**src/hw/rtl/mba_pkg.sv**
```systemverilog
package mba_pkg;

  localparam logic ACT_READ  = 1'b0;
  localparam logic ACT_WRITE = 1'b1;

  localparam logic [15:0] SEL_BANK_TWO      = 16'h8000;
  localparam logic [15:0] SEL_BANK_THREE    = 16'hC001;
  localparam logic [15:0] APIC_BASE_INDEX   = 16'h001B;
  localparam logic [15:0] PLATFORM_ID_INDEX = 16'h0017;
  localparam logic [15:0] MTRR_FIRST_INDEX  = 16'h0200;
  localparam logic [15:0] MTRR_LAST_INDEX   = 16'h0207;

  localparam logic [31:0] APIC_LOW_MASK  = 32'h0000_0FFF;
  localparam logic [63:0] APIC_BASE_BSP  = 64'h0000_0000_FEE0_0900;
  localparam logic [63:0] APIC_BASE_AP   = 64'h0000_0000_FEE0_0800;
  localparam logic [63:0] PLATFORM_ID    = {32'(2 << 'h12), 32'h0000_0000};

  localparam logic [63:0] MTRR_RESET [8] = '{
    64'h0000_0000_0000_0006, 64'h0000_00FF_C000_0800,
    64'h0000_0000_4000_0006, 64'h0000_00FF_E000_0800,
    64'h0000_0000_6000_0006, 64'h0000_00FF_F000_0800,
    64'h0000_0000_7000_0006, 64'h0000_00FF_F800_0800
  };

  typedef struct packed {
    logic clear_en;
    logic issue;
    logic load_result;
  } dp_cmd_t;

  typedef struct packed {
    logic clear_last;
  } dp_sts_t;

  function automatic logic [63:0] bank_one_reset(logic [15:0] idx, logic is_bsp);
    logic [63:0] val;
    val = 64'h0;
    if (idx inside {[MTRR_FIRST_INDEX:MTRR_LAST_INDEX]}) begin
      val = MTRR_RESET[idx[2:0]];
    end else if (idx == APIC_BASE_INDEX) begin
      val = is_bsp ? APIC_BASE_BSP : APIC_BASE_AP;
    end else if (idx == PLATFORM_ID_INDEX) begin
      val = PLATFORM_ID;
    end
    return val;
  endfunction

endpackage

```
**src/hw/rtl/mba_ctrl.sv**
```systemverilog
module mba_ctrl (
  input  logic             clk_i,
  input  logic             rst_ni,
  input  logic             in_valid_i,
  output logic             in_ready_o,
  output logic             out_valid_o,
  input  logic             out_ready_i,
  output mba_pkg::dp_cmd_t cmd_o,
  input  mba_pkg::dp_sts_t sts_i
);
  import mba_pkg::*;

  typedef enum logic [1:0] {
    ST_CLEAR,
    ST_IDLE,
    ST_RESP
  } state_e;

  state_e state_q;
  logic   out_valid_q;

  assign in_ready_o        = (state_q == ST_IDLE);
  assign out_valid_o       = out_valid_q;
  assign cmd_o.clear_en    = (state_q == ST_CLEAR);
  assign cmd_o.issue       = (state_q == ST_IDLE) && in_valid_i;
  assign cmd_o.load_result = (state_q == ST_RESP) && (!out_valid_q || out_ready_i);

  always_ff @(posedge clk_i or negedge rst_ni) begin
    if (!rst_ni) begin
      state_q     <= ST_CLEAR;
      out_valid_q <= 1'b0;
    end else begin
      case (state_q)
        ST_CLEAR: begin
          if (sts_i.clear_last) state_q <= ST_IDLE;
        end
        ST_IDLE: begin
          if (in_valid_i) state_q <= ST_RESP;
        end
        ST_RESP: begin
          if (cmd_o.load_result) state_q <= ST_IDLE;
        end
        default: begin
          state_q <= ST_IDLE;
        end
      endcase
      if (cmd_o.load_result) begin
        out_valid_q <= 1'b1;
      end else if (out_ready_i) begin
        out_valid_q <= 1'b0;
      end
    end
  end

  // one transaction in flight between accept and result
  a_issue_blocks_next: assert property (@(posedge clk_i) disable iff (!rst_ni)
    cmd_o.issue |=> !in_ready_o)
    else $error("input accepted again right after issue");

  a_load_gives_valid: assert property (@(posedge clk_i) disable iff (!rst_ni)
    cmd_o.load_result |=> out_valid_o)
    else $error("loaded result not presented");

  a_resp_waits: assert property (@(posedge clk_i) disable iff (!rst_ni)
    (state_q == ST_RESP && out_valid_q && !out_ready_i) |=> state_q == ST_RESP)
    else $error("result dropped while output stalled");

endmodule

```
**config.mk**
```make
export PLATFORM = sky130hd
export DESIGN_NAME = mba_ctrl
export DESIGN_NICKNAME = d
export VERILOG_FILES = /design/src/hw/rtl/mba_pkg.sv /design/src/hw/rtl/mba_ctrl.sv
export SDC_FILE = /design/constraint.sdc
export NUM_CORES = 1
export LEC_CHECK = 0
export BUFFER_PORTS_ARGS = -buffer_cell sky130_fd_sc_hd__buf_2
export CAP_MARGIN = 20
export CORE_AREA = 2 2 39 41
export CTS_BUF_LIST = sky130_fd_sc_hd__clkbuf_4 sky130_fd_sc_hd__clkbuf_8 sky130_fd_sc_hd__clkbuf_16
export DETAILED_ROUTE_END_ITERATION = 16
export DIE_AREA = 0 0 41 43
export PLACE_DENSITY = 0.38
export SETUP_SLACK_MARGIN = 0.05
export SYNTH_ARGS = -nofsm -noshare
export SYNTH_HDL_FRONTEND = slang
export SYNTH_SLANG_ARGS = --single-unit
```
**constraint.sdc**
```tcl
create_clock -name clk_i -period 1.2 [get_ports clk_i]
set_input_delay 0.12 -clock clk_i [delete_from_list [all_inputs] [get_ports clk_i]]
set_output_delay 0.12 -clock clk_i [all_outputs]
set_load 0.05 [all_outputs]
```
==> results of run 1 <==
-- worst max-delay path, stage by stage (launching register included) --
cell	delay, ns
dfrtp_1	0.37
or2b_4	0.26
a21oi_4	0.11
buf_6	0.17
-- metrics by stage --
stage               cell area (um^2)  TNS, ns  power [mW]  utilization
floorplan                      167.7        0      0.5623            -
global placement               247.7        0      0.6871       0.1790
detailed placement             247.7        0      0.6971       0.1790
CTS                            335.3  -0.2174       1.056       0.2423
global route                   344.1  -0.3471       1.125       0.2486
finish                         344.1  -0.1696       1.069       0.2486
-- metal layers --
layer  part of all wire  GRT usage  routed length, um
met1               0.46    0.07143                200
met2               0.41    0.06563                180
met3               0.13    0.08377                 57
met4                  0    0.02000                  0
met5                  0          0                  0
-- area by class of cell --
| cell class | instances | area [um^2] |
|---|---|---|
| Fill cell | 151 | 1040 |
| Timing Repair Buffer | 13 | 113.9 |
| Multi-Input combinational cell | 10 | 96.34 |
| Sequential cell | 3 | 76.32 |
| Clock buffer | 4 | 30.03 |
| Tap cell | 16 | 20.02 |
| Inverter | 2 | 7.507 |
-- placed cells by master, fill, tap and decap left out, drive strengths merged --
cell	Yosys	final
or2b	1	1
inv	2	2
o21ai	1	1
and3b	1	1
dfrtp	3	3
clkbuf	0	4
and4bb	1	1
or2	1	1
buf	0	12
a21oi	1	1
nor2	1	1
nor3	2	2
dlygate4sd3	0	1
and2b	1	1
-- state kept, by name, summed over array words and instances, names as in the netlist --
| signal | count |
|---|---|
| state_q | 2 |
| out_valid_o | 1 |
-- repair_timing --
item / CTS / global route
endpoints found under the setup margin: 4 / 6
hold buffers: 1 / 0
gates resized for setup: 12 / 2
endpoints found under the hold margin: 3 / 0
pin swaps: 1 / 0
setup buffers: 1 / 0
-- where the power goes --
part | internal (mW) | leakage [nW] | switching [mW] | total, mW
registers | 0.147 | 0.0356 | 0.0380 | 0.185
logic | 0.288 | 0.108 | 0.394 | 0.682
clock network | 0.147 | 0.0184 | 0.0543 | 0.202
total | 0.582 | 0.162 | 0.487 | 1.07
-- worst max-delay path by stage --
stage                     from  endpoint  slack [ns]  depth (start not counted)
finish              state_q[0]  cmd_o[0]       -0.07                          3
global route        state_q[0]  cmd_o[0]       -0.11                          3
CTS                 state_q[0]  cmd_o[0]       -0.09                          3
detailed placement  state_q[0]  cmd_o[0]        0.02                          3
global placement    state_q[0]  cmd_o[0]        0.04                          3
floorplan           state_q[0]  cmd_o[0]        0.04                          2
-- cell families (layout without fill, tap and decap cells) --
| family | Yosys count | after routing |
|---|---|---|
| compound gates | 2 | 2 |
| flops | 3 | 3 |
| simple gates | 8 | 8 |
| buf+inv | 2 | 19 |
==> results.sh, run 1 <==
export IMPL_worstRegToRegCells=4
export IMPL_io_pins=10
export IMPL_first_iter_violations=1
export IMPL_grt_max_degree=6
export IMPL_clock_sink_count=3
export IMPL_dr_pass1_iters=2
export IMPL_synth_top_family_by_area="simple AND/OR/NAND/NOR gates"
export IMPL_n_antenna_cell=0
export IMPL_cap_violations=0
export IMPL_ff2ff_setup_slack_ns=-0.01
export IMPL_p_per_area_nw_per_um2=3106
export IMPL_ys_warn_count=0
export IMPL_hold_viol=0
export IMPL_synth_flop_cell="dfrtp_1"
export IMPL_synth_fa_ha_area_frac=0
export IMPL_fin_skew_ns=0.003207
export IMPL_die_area_um2=1763
export IMPL_worst_ep_required_time_ns=1.08
export IMPL_worstMarginPinSlew_ns=0.2425
export IMPL_drive_above_1_share=0.7500
export IMPL_dp_cells=42
export IMPL_endpoint_kind="primary output"
export IMPL_yosysSeqAreaShare=0.4959
export IMPL_timing_final_crit_share=1.059
export IMPL_leakagePower_nw=0.1618
export IMPL_synthXorXnorAreaFrac=0
export IMPL_syn2layout_area_growth_pct=127.3
export IMPL_antenna_found_initial=0
export IMPL_place_ws_ns=0.02286
export IMPL_synth_area_leaders="dfrtp_1 (50%), and4bb_2 (8.3%), nor3_1 (6.6%), and2b_2 (5.8%), and3b_1 (5.8%)"
export IMPL_run_status="finished, violations left"
export IMPL_drv_slew=0
export IMPL_synth_compound_area_frac=0.06612
export IMPL_finalHoldWorstSlack_ns=0.1039
export IMPL_final_instance_count_excl_fill=48
export IMPL_clock_latency_ns=0.23
export IMPL_violations="negative setup slack"
export IMPL_ys_ff_latch=3
export IMPL_synth_edf_count=0
export IMPL_worstSetupStartpointType="flop"
export IMPL_finalSetupViolCount=4
export IMPL_rows=14
export IMPL_yosys_area_top_type="dfrtp_1"
export IMPL_avgSynthCellArea_um2=10.09
export IMPL_finalWirelength_um=438
export IMPL_netlist_area_leader_share=0.4959
export IMPL_root_buffer="clkbuf_4"
export IMPL_synth_common_cells="dfrtp_1 (3), inv_1 (2), nor3_1 (2)"
export IMPL_yosysMostFrequentCell="dfrtp_1"
export IMPL_async_reset_ff_frac=1.000
export IMPL_initial_core_util=0.1094
export IMPL_hold_path_class="input pin to flop"
export IMPL_synth_cell_type_count=11
export IMPL_cts_tree="built"
export IMPL_peakVddDrop_mv=1.397
export IMPL_first_global_vias=170
export IMPL_vias=179
export IMPL_ant_nets=0
export IMPL_max_slew_margin_rel=0.8371
export IMPL_core_area_um2=1384
export IMPL_die_h_um=43
export IMPL_fin_crit_ns=1.270
export IMPL_worstHoldEndpoint="out_valid_o"
export IMPL_yosys_area_share_simple=0.3884
export IMPL_setup_ws_ns=-0.07036
export IMPL_htreeDepth=1
export IMPL_layout_nets=38
export IMPL_synthCells=15
export IMPL_min_from="out_ready_i"
export IMPL_track_usage=0.06244
export IMPL_path_max_fanout=2
export IMPL_r2r_end="state_q[1]"
export IMPL_place_gp_congestion=0.5469
export IMPL_drc=0
export IMPL_hold_depth=2
export IMPL_reg2reg_from="state_q[0]"
export IMPL_cts_buffers_inserted=3
export IMPL_port_buffers=9
export IMPL_grt_pass1_wl_um=662
export IMPL_arrival_ns=1.15
export IMPL_synth_mux_area_fraction=0
export IMPL_clock_path_buffers=2
export IMPL_worstSetupPathType="flop to primary output"
export IMPL_synth_nets=20
export IMPL_grt_overflow_total=0
export IMPL_wire_per_inst_um=9.125
export IMPL_clock_fmax_mhz=787.2
export IMPL_rsz0062_at_grt="yes"
export IMPL_clkTransAtPathRegs_ns=0.04
export IMPL_die_w_um=41
export IMPL_vias_per_cell=3.729
export IMPL_syn_area_um2=151.4
(Power assumes the default switching activity.)
==> run 2, diff against run 1 <==
--- a/config.mk
+++ b/config.mk
@@ -5,7 +5,7 @@
 export SDC_FILE = /design/constraint.sdc
 export NUM_CORES = 1
 export LEC_CHECK = 0
-export BUFFER_PORTS_ARGS = -buffer_cell sky130_fd_sc_hd__buf_2
+export BUFFER_PORTS_ARGS = -buffer_cell sky130_fd_sc_hd__buf_4
 export CAP_MARGIN = 20
 export CORE_AREA = 2 2 39 41
 export CTS_BUF_LIST = sky130_fd_sc_hd__clkbuf_4 sky130_fd_sc_hd__clkbuf_8 sky130_fd_sc_hd__clkbuf_16
==> constraint.sdc (replaced) <==
create_clock -name clk_i -period 1.6 [get_ports clk_i]
set_input_delay 0.16 -clock clk_i [delete_from_list [all_inputs] [get_ports clk_i]]
set_output_delay 0.16 -clock clk_i [all_outputs]
set_load 0.05 [all_outputs]
==> run 2 against run 1 <==
Compared with the run above:
- critical path depth is the same
- via count decreased by 15%
- count of clock-buffer cells in the layout unchanged
- largest cell class unchanged
- register-to-register slack improved by 0.62 ns
- clock skew barely moved
- the flow now finishes without violations
- combinational power is 47% lower
- highest routed layer unchanged
==> results.sh, run 2 (same netlist as run 1, synthesis figures left out) <==
export IMPL_run_status="complete, no violations"
export IMPL_cts_hold_buf=1
export IMPL_io_pins=10
export IMPL_first_iter_violations=3
export IMPL_vias=153
export IMPL_first_global_vias=165
export IMPL_die_h_um=43
export IMPL_finalHoldWorstSlack_ns=0.1459
export IMPL_power_frac_seq=0.225
export IMPL_dr_pass1_iters=4
export IMPL_n_antenna_cell=0
export IMPL_rows=14
export IMPL_die_area_um2=1763
export IMPL_worstSetupStartpointType="flop"
export IMPL_core_area_um2=1384
export IMPL_timing_final_crit_share=0.8973
export IMPL_post_route_util=0.2043
export IMPL_crit_start="state_q[0]"
export IMPL_peakVddDrop_mv=0.5994
export IMPL_endpoint_kind="primary output"
export IMPL_place_ws_ns=0.4008
export IMPL_combPwrFrac=0.548
export IMPL_cts_tree="built"
export IMPL_clock_fmax_mhz=696.6
export IMPL_top_register="state_q"
export IMPL_fillCellCount=158
export IMPL_drv_slew=0
export IMPL_grt_max_degree=7
export IMPL_hold_viol=0
export IMPL_grt_overflow_total=0
export IMPL_min_from="out_ready_i"
export IMPL_fin_setup_tns_ns=0
export IMPL_reg2reg_from="state_q[1]"
export IMPL_worstSetupPathType="flop to primary output"
export IMPL_clock_latency_ns=0.23
export IMPL_place_hpwl_um=303.1
export IMPL_initial_core_util=0.1094
export IMPL_cts_resized_gates=0
export IMPL_leakagePower_nw=0.1402
export IMPL_mostFrequentLayoutCells="buf_4 (9), clkbuf_4 (4), dfrtp_1 (3)"
export IMPL_root_buffer="clkbuf_4"
export IMPL_port_buffers=9
export IMPL_finalSetupViolCount=0
export IMPL_cts_buffers_inserted=3
export IMPL_cap_violations=0
export IMPL_die_w_um=41
export IMPL_fin_skew_ns=0.003534
export IMPL_worstMarginPinSlew_ns=0.1585
export IMPL_ant_nets=0
export IMPL_swShare=0.4887
export IMPL_worst_ep_required_time_ns=1.44
export IMPL_wire_per_inst_um=8.733
export IMPL_drc=0
export IMPL_p_per_area_nw_per_um2=2345
export IMPL_path_max_fanout=6
export IMPL_htreeDepth=1
export IMPL_drive_above_1_share=0.5862
export IMPL_hold_path_class="input pin to flop"
export IMPL_final_instance_count_excl_fill=45
export IMPL_pwr_share_clk=0.228
export IMPL_fin_crit_ns=1.436
export IMPL_intPower_mw=0.3391
export IMPL_antenna_found_initial=0
export IMPL_design_area_um2=282.8
export IMPL_track_usage=0.06124
export IMPL_syn2layout_area_growth_pct=86.78
export IMPL_postPlaceCellArea_um2=242.7
export IMPL_cp_slowest_cell="dfrtp_1"
export IMPL_clock_path_buffers=2
export IMPL_p_total_mw=0.6632
export IMPL_rsz0062_at_grt="no"
export IMPL_setup_ws_ns=0.1644
export IMPL_max_slew_margin_rel=0.8935
export IMPL_grt_pass1_wl_um=641
export IMPL_layout_commonest_cell="buf_4"
export IMPL_cp_cell_sequence="or2b_2 > a21oi_2 > buf_4"
export IMPL_layout_nets=35
export IMPL_arrival_ns=1.28
export IMPL_clkTransAtPathRegs_ns=0.04
export IMPL_largest_register_ffs=2
export IMPL_place_gp_congestion=0.5613
export IMPL_vias_per_cell=3.400
export IMPL_finalWirelength_um=393
export IMPL_postCtsSetupBuffers=0
export IMPL_clock_sink_count=3
export IMPL_dp_cells=40
export IMPL_critPathMaxStageDelay_ns=0.42
export IMPL_switchingPower_mw=0.3241
-- run 2: layer usage --
metal / wire length, um / track usage / up-vias
li1: - / - / 77
met3: 56 / 0.04712 / 0
met5: 0 / 0 / -
met4: 0 / 0.06000 / 0
met1: 199 / 0.07717 / 66
met2: 137 / 0.05938 / 10
-- run 2: area by class of cell --
class | instances | area [um^2] | share of cell area
Clock buffer | 4 | 30.03 | 0.1062
Multi-Input combinational cell | 10 | 72.57 | 0.2566
Sequential cell | 3 | 75.07 | 0.2655
Inverter | 2 | 7.507 | 0.02655
Tap cell | 16 | 20.02 | 0.07080
Timing Repair Buffer | 10 | 77.57 | 0.2743
-- run 2: worst paths after layout --
path	to	slack, ns	depth (start not counted)
setup / recovery	cmd_o[0]	0.16	3
hold / removal	out_valid_o	0.15	2
setup reg to reg	state_q[1]	0.61	2
hold reg to reg	out_valid_o	0.58	2
max in group asynchronous	state_q[0]	1.24	2
min in group asynchronous	out_valid_o	0.26	2
-- run 2: worst max-delay path: cells and delay by family, from the launching register on --
kind            cells  cell delay [ns]
simple gates        1             0.32
flops               1             0.42
compound gates      1             0.10
buf+inv             1             0.20
-- run 2: power groups by stage --
stage	clock network (mW)	registers (mW)	logic, mW
2_1_floorplan	0	0.177	0.225
3_3_place_gp	0	0.145	0.358
3_5_place_dp	0	0.150	0.362
4_1_cts	0.158	0.149	0.365
5_1_grt	0.161	0.157	0.385
6_report	0.151	0.149	0.363
==> run 3, diff against run 2 <==
--- a/config.mk
+++ b/config.mk
@@ -5,13 +5,14 @@
 export SDC_FILE = /design/constraint.sdc
 export NUM_CORES = 1
 export LEC_CHECK = 0
+export ABC_AREA = 1
 export BUFFER_PORTS_ARGS = -buffer_cell sky130_fd_sc_hd__buf_4
 export CAP_MARGIN = 20
 export CORE_AREA = 2 2 39 41
 export CTS_BUF_LIST = sky130_fd_sc_hd__clkbuf_4 sky130_fd_sc_hd__clkbuf_8 sky130_fd_sc_hd__clkbuf_16
 export DETAILED_ROUTE_END_ITERATION = 16
 export DIE_AREA = 0 0 41 43
-export PLACE_DENSITY = 0.38
+export PLACE_DENSITY = 0.39
 export SETUP_SLACK_MARGIN = 0.05
 export SYNTH_ARGS = -nofsm -noshare
 export SYNTH_HDL_FRONTEND = slang
==> run 3 against run 2 <==
Compared with the run above:
- first-iteration DRC count shrank 67%
- via count is 16% higher
- critical path type unchanged
- global-route usage decreased by 0.60 points
- non-clock buffer count is the same
- sequential share of layout area decreased by 1.1 points
- synthesized area rose by 7.4%
- highest routed layer unchanged
- sequential cell count unchanged
- hold slack lost 0.033 ns
- setup slack better by 0.16 ns
- clock power increased by 3%
- register-to-register slack better by 0.14 ns
==> results.sh, run 3 <==
export IMPL_synth_mux_area_fraction=0
export IMPL_cp_slowest_cell="dfrtp_1"
export IMPL_antenna_found_initial=0
export IMPL_synth_edf_count=0
export IMPL_hold_depth=2
export IMPL_place_ws_ns=0.5591
export IMPL_grt_overflow_total=0
export IMPL_die_h_um=43
export IMPL_arrival_ns=1.12
export IMPL_max_slew_margin_rel=0.8919
export IMPL_top_register="state_q"
export IMPL_netlist_area_leader_share=0.4615
export IMPL_ys_ff_latch=3
export IMPL_cts_buffers_inserted=3
export IMPL_layout_nets=43
export IMPL_htreeDepth=1
export IMPL_min_from="out_ready_i"
export IMPL_run_status="complete, no violations"
export IMPL_hold_viol=0
export IMPL_fin_crit_ns=1.279
export IMPL_n_antenna_cell=0
export IMPL_ys_warn_count=0
export IMPL_synth_common_cells="nand2_1 (6), nor2_1 (4), dfrtp_1 (3), inv_1 (3), inv_2 (3)"
export IMPL_largest_register_ffs=2
export IMPL_layout_commonest_cell="buf_4"
export IMPL_dr_pass1_iters=2
export IMPL_place_gp_congestion=0.5936
export IMPL_worstMarginPinSlew_ns=0.1621
export IMPL_ff2ff_setup_slack_ns=0.75
export IMPL_avgSynthCellArea_um2=7.072
export IMPL_setup_ws_ns=0.3209
export IMPL_yosys_area_top_type="dfrtp_1"
export IMPL_grt_pass1_wl_um=579
export IMPL_regArea_um2=75.07
export IMPL_cp_cell_sequence="inv_2 > nor2_2 > inv_1 > nor2_2 > buf_4"
export IMPL_synth_flop_cell="dfrtp_1"
export IMPL_worst_ep_required_time_ns=1.44
export IMPL_fin_skew_ns=0.001021
export IMPL_initial_core_util=0.1175
export IMPL_clock_sink_count=3
export IMPL_synth_area_leaders="dfrtp_1 (46%), nand2_1 (14%), nor2_1 (9.2%), inv_1 (6.9%), inv_2 (6.9%)"
export IMPL_synthCells=23
export IMPL_worstSetupPathType="flop to primary output"
export IMPL_grt_max_degree=4
export IMPL_synth_nets=28
export IMPL_cap_violations=0
export IMPL_critPathMaxStageDelay_ns=0.41
export IMPL_cts_tree="built"
export IMPL_multi_input_area_um2=70.07
export IMPL_yosysSeqAreaShare=0.4615
export IMPL_leakagePower_nw=0.1580
export IMPL_synth_compound_area_frac=0.06154
export IMPL_yosys_area_share_simple=0.3385
export IMPL_synth_top_family_by_area="simple AND/OR/NAND/NOR gates"
export IMPL_timing_final_crit_share=0.7994
export IMPL_finalWirelength_um=364
export IMPL_dp_cells=48
export IMPL_syn2layout_area_growth_pct=81.54
export IMPL_vias_per_cell=3.340
export IMPL_io_pins=10
export IMPL_die_w_um=41
export IMPL_p_per_area_nw_per_um2=2466
export IMPL_synthXorXnorAreaFrac=0
export IMPL_rsz0062_at_grt="no"
export IMPL_r2r_end="state_q[0]"
export IMPL_clock_latency_ns=0.24
export IMPL_track_usage=0.05528
export IMPL_async_reset_ff_frac=1.000
export IMPL_synth_cell_type_count=8
export IMPL_peakVddDrop_mv=0.3999
export IMPL_fillCellCount=159
export IMPL_fin_setup_tns_ns=0
export IMPL_drive_above_1_share=0.5405
export IMPL_endpoint_kind="primary output"
export IMPL_drc=0
export IMPL_clock_fmax_mhz=781.8
export IMPL_synth_fa_ha_area_frac=0
export IMPL_finalSetupViolCount=0
export IMPL_worstHoldEndpoint="out_valid_o"
export IMPL_first_iter_violations=1
export IMPL_clkTransAtPathRegs_ns=0.04
export IMPL_path_max_fanout=3
export IMPL_cp_common_cell="nor2_2"
export IMPL_die_area_um2=1763
export IMPL_yosysMostFrequentCell="nand2_1"
export IMPL_drv_slew=0
export IMPL_mostFrequentLayoutCells="buf_4 (9), nand2_1 (6), clkbuf_4 (4)"
export IMPL_root_buffer="clkbuf_4"
export IMPL_reg2reg_from="state_q[1]"
export IMPL_first_global_vias=171
export IMPL_final_instance_count_excl_fill=53
export IMPL_syn_area_um2=162.7
export IMPL_clock_path_buffers=2
export IMPL_hold_path_class="input pin to flop"
export IMPL_worstRegToRegCells=5
export IMPL_vias=177
export IMPL_ant_nets=0
export IMPL_worstSetupStartpointType="flop"
export IMPL_wire_per_inst_um=6.868
export IMPL_port_buffers=9
export IMPL_cts_resized_gates=0
export IMPL_core_area_um2=1384
export IMPL_rows=14
export IMPL_place_hpwl_um=289.4
[run 3: critical path: cells and delay by family (launching register included)]
| family | cells | cell delay, ns |
|---|---|---|
| flops | 1 | 0.41 |
| simple gates | 2 | 0.16 |
| buf+inv | 3 | 0.31 |
[run 3: per-stage QoR]
stage | utilization | hold WS [ns] | power (mW) | cell area (um^2)
2_1_floorplan | - | -0.1356 | 0.4642 | 167.7
3_3_place_gp | 0.1844 | -0.04858 | 0.5840 | 255.2
3_5_place_dp | 0.1844 | -0.04766 | 0.5792 | 255.2
4_1_cts | 0.2134 | 0.1098 | 0.7400 | 295.3
5_1_grt | 0.2134 | 0.1155 | 0.7720 | 295.3
6_report | 0.2134 | 0.1131 | 0.7282 | 295.3
[run 3: metal layers]
| layer | share of wire | up-vias | track usage |
|---|---|---|---|
| met5 | 0 | - | 0 |
| met3 | 0.085 | 0 | 0.03141 |
| li1 | - | 94 | - |
| met2 | 0.57 | 3 | 0.06875 |
| met1 | 0.34 | 80 | 0.04839 |
| met4 | 0 | 0 | 0.08000 |
[run 3: logic make-up after synthesis]
| group | count (synthesis) |
|---|---|
| buffers and inverters | 6 |
| DFF | 3 |
| AOI/OAI and AO/OA | 2 |
| and+or+nand+nor | 12 |
[run 3: cell type report]
cell class / instances / area share
Inverter: 6 / 0.07627
Sequential cell: 3 / 0.2542
Multi-Input combinational cell: 14 / 0.2373
Timing Repair Buffer: 10 / 0.2627
Tap cell: 16 / 0.06780
Clock buffer: 4 / 0.1017
[run 3: repair_timing]
action | CTS | global route
hold endpoints to repair | 3 | 0
hold buffers | 1 | 0
buffers inserted | 0 | 0
setup endpoints to repair | 0 | 0
[run 3: power by group]
part           internal (mW)  switching (mW)  total, mW  leakage (nW)
clock network          0.111          0.0446      0.155        0.0184
logic                  0.126           0.307      0.433         0.102
registers              0.110          0.0298      0.140        0.0378
total                  0.347           0.381      0.728         0.158
[run 3: how the worst max path moves through the flow]
stage               start       end  slack, ns  cells past startpoint
2_1_floorplan  state_q[1]  cmd_o[1]       0.21                      3
3_3_place_gp   state_q[1]  cmd_o[0]       0.56                      5
3_5_place_dp   state_q[1]  cmd_o[0]       0.56                      5
4_1_cts        state_q[1]  cmd_o[0]       0.30                      5
5_1_grt        state_q[1]  cmd_o[0]       0.21                      5
6_report       state_q[1]  cmd_o[0]       0.32                      5
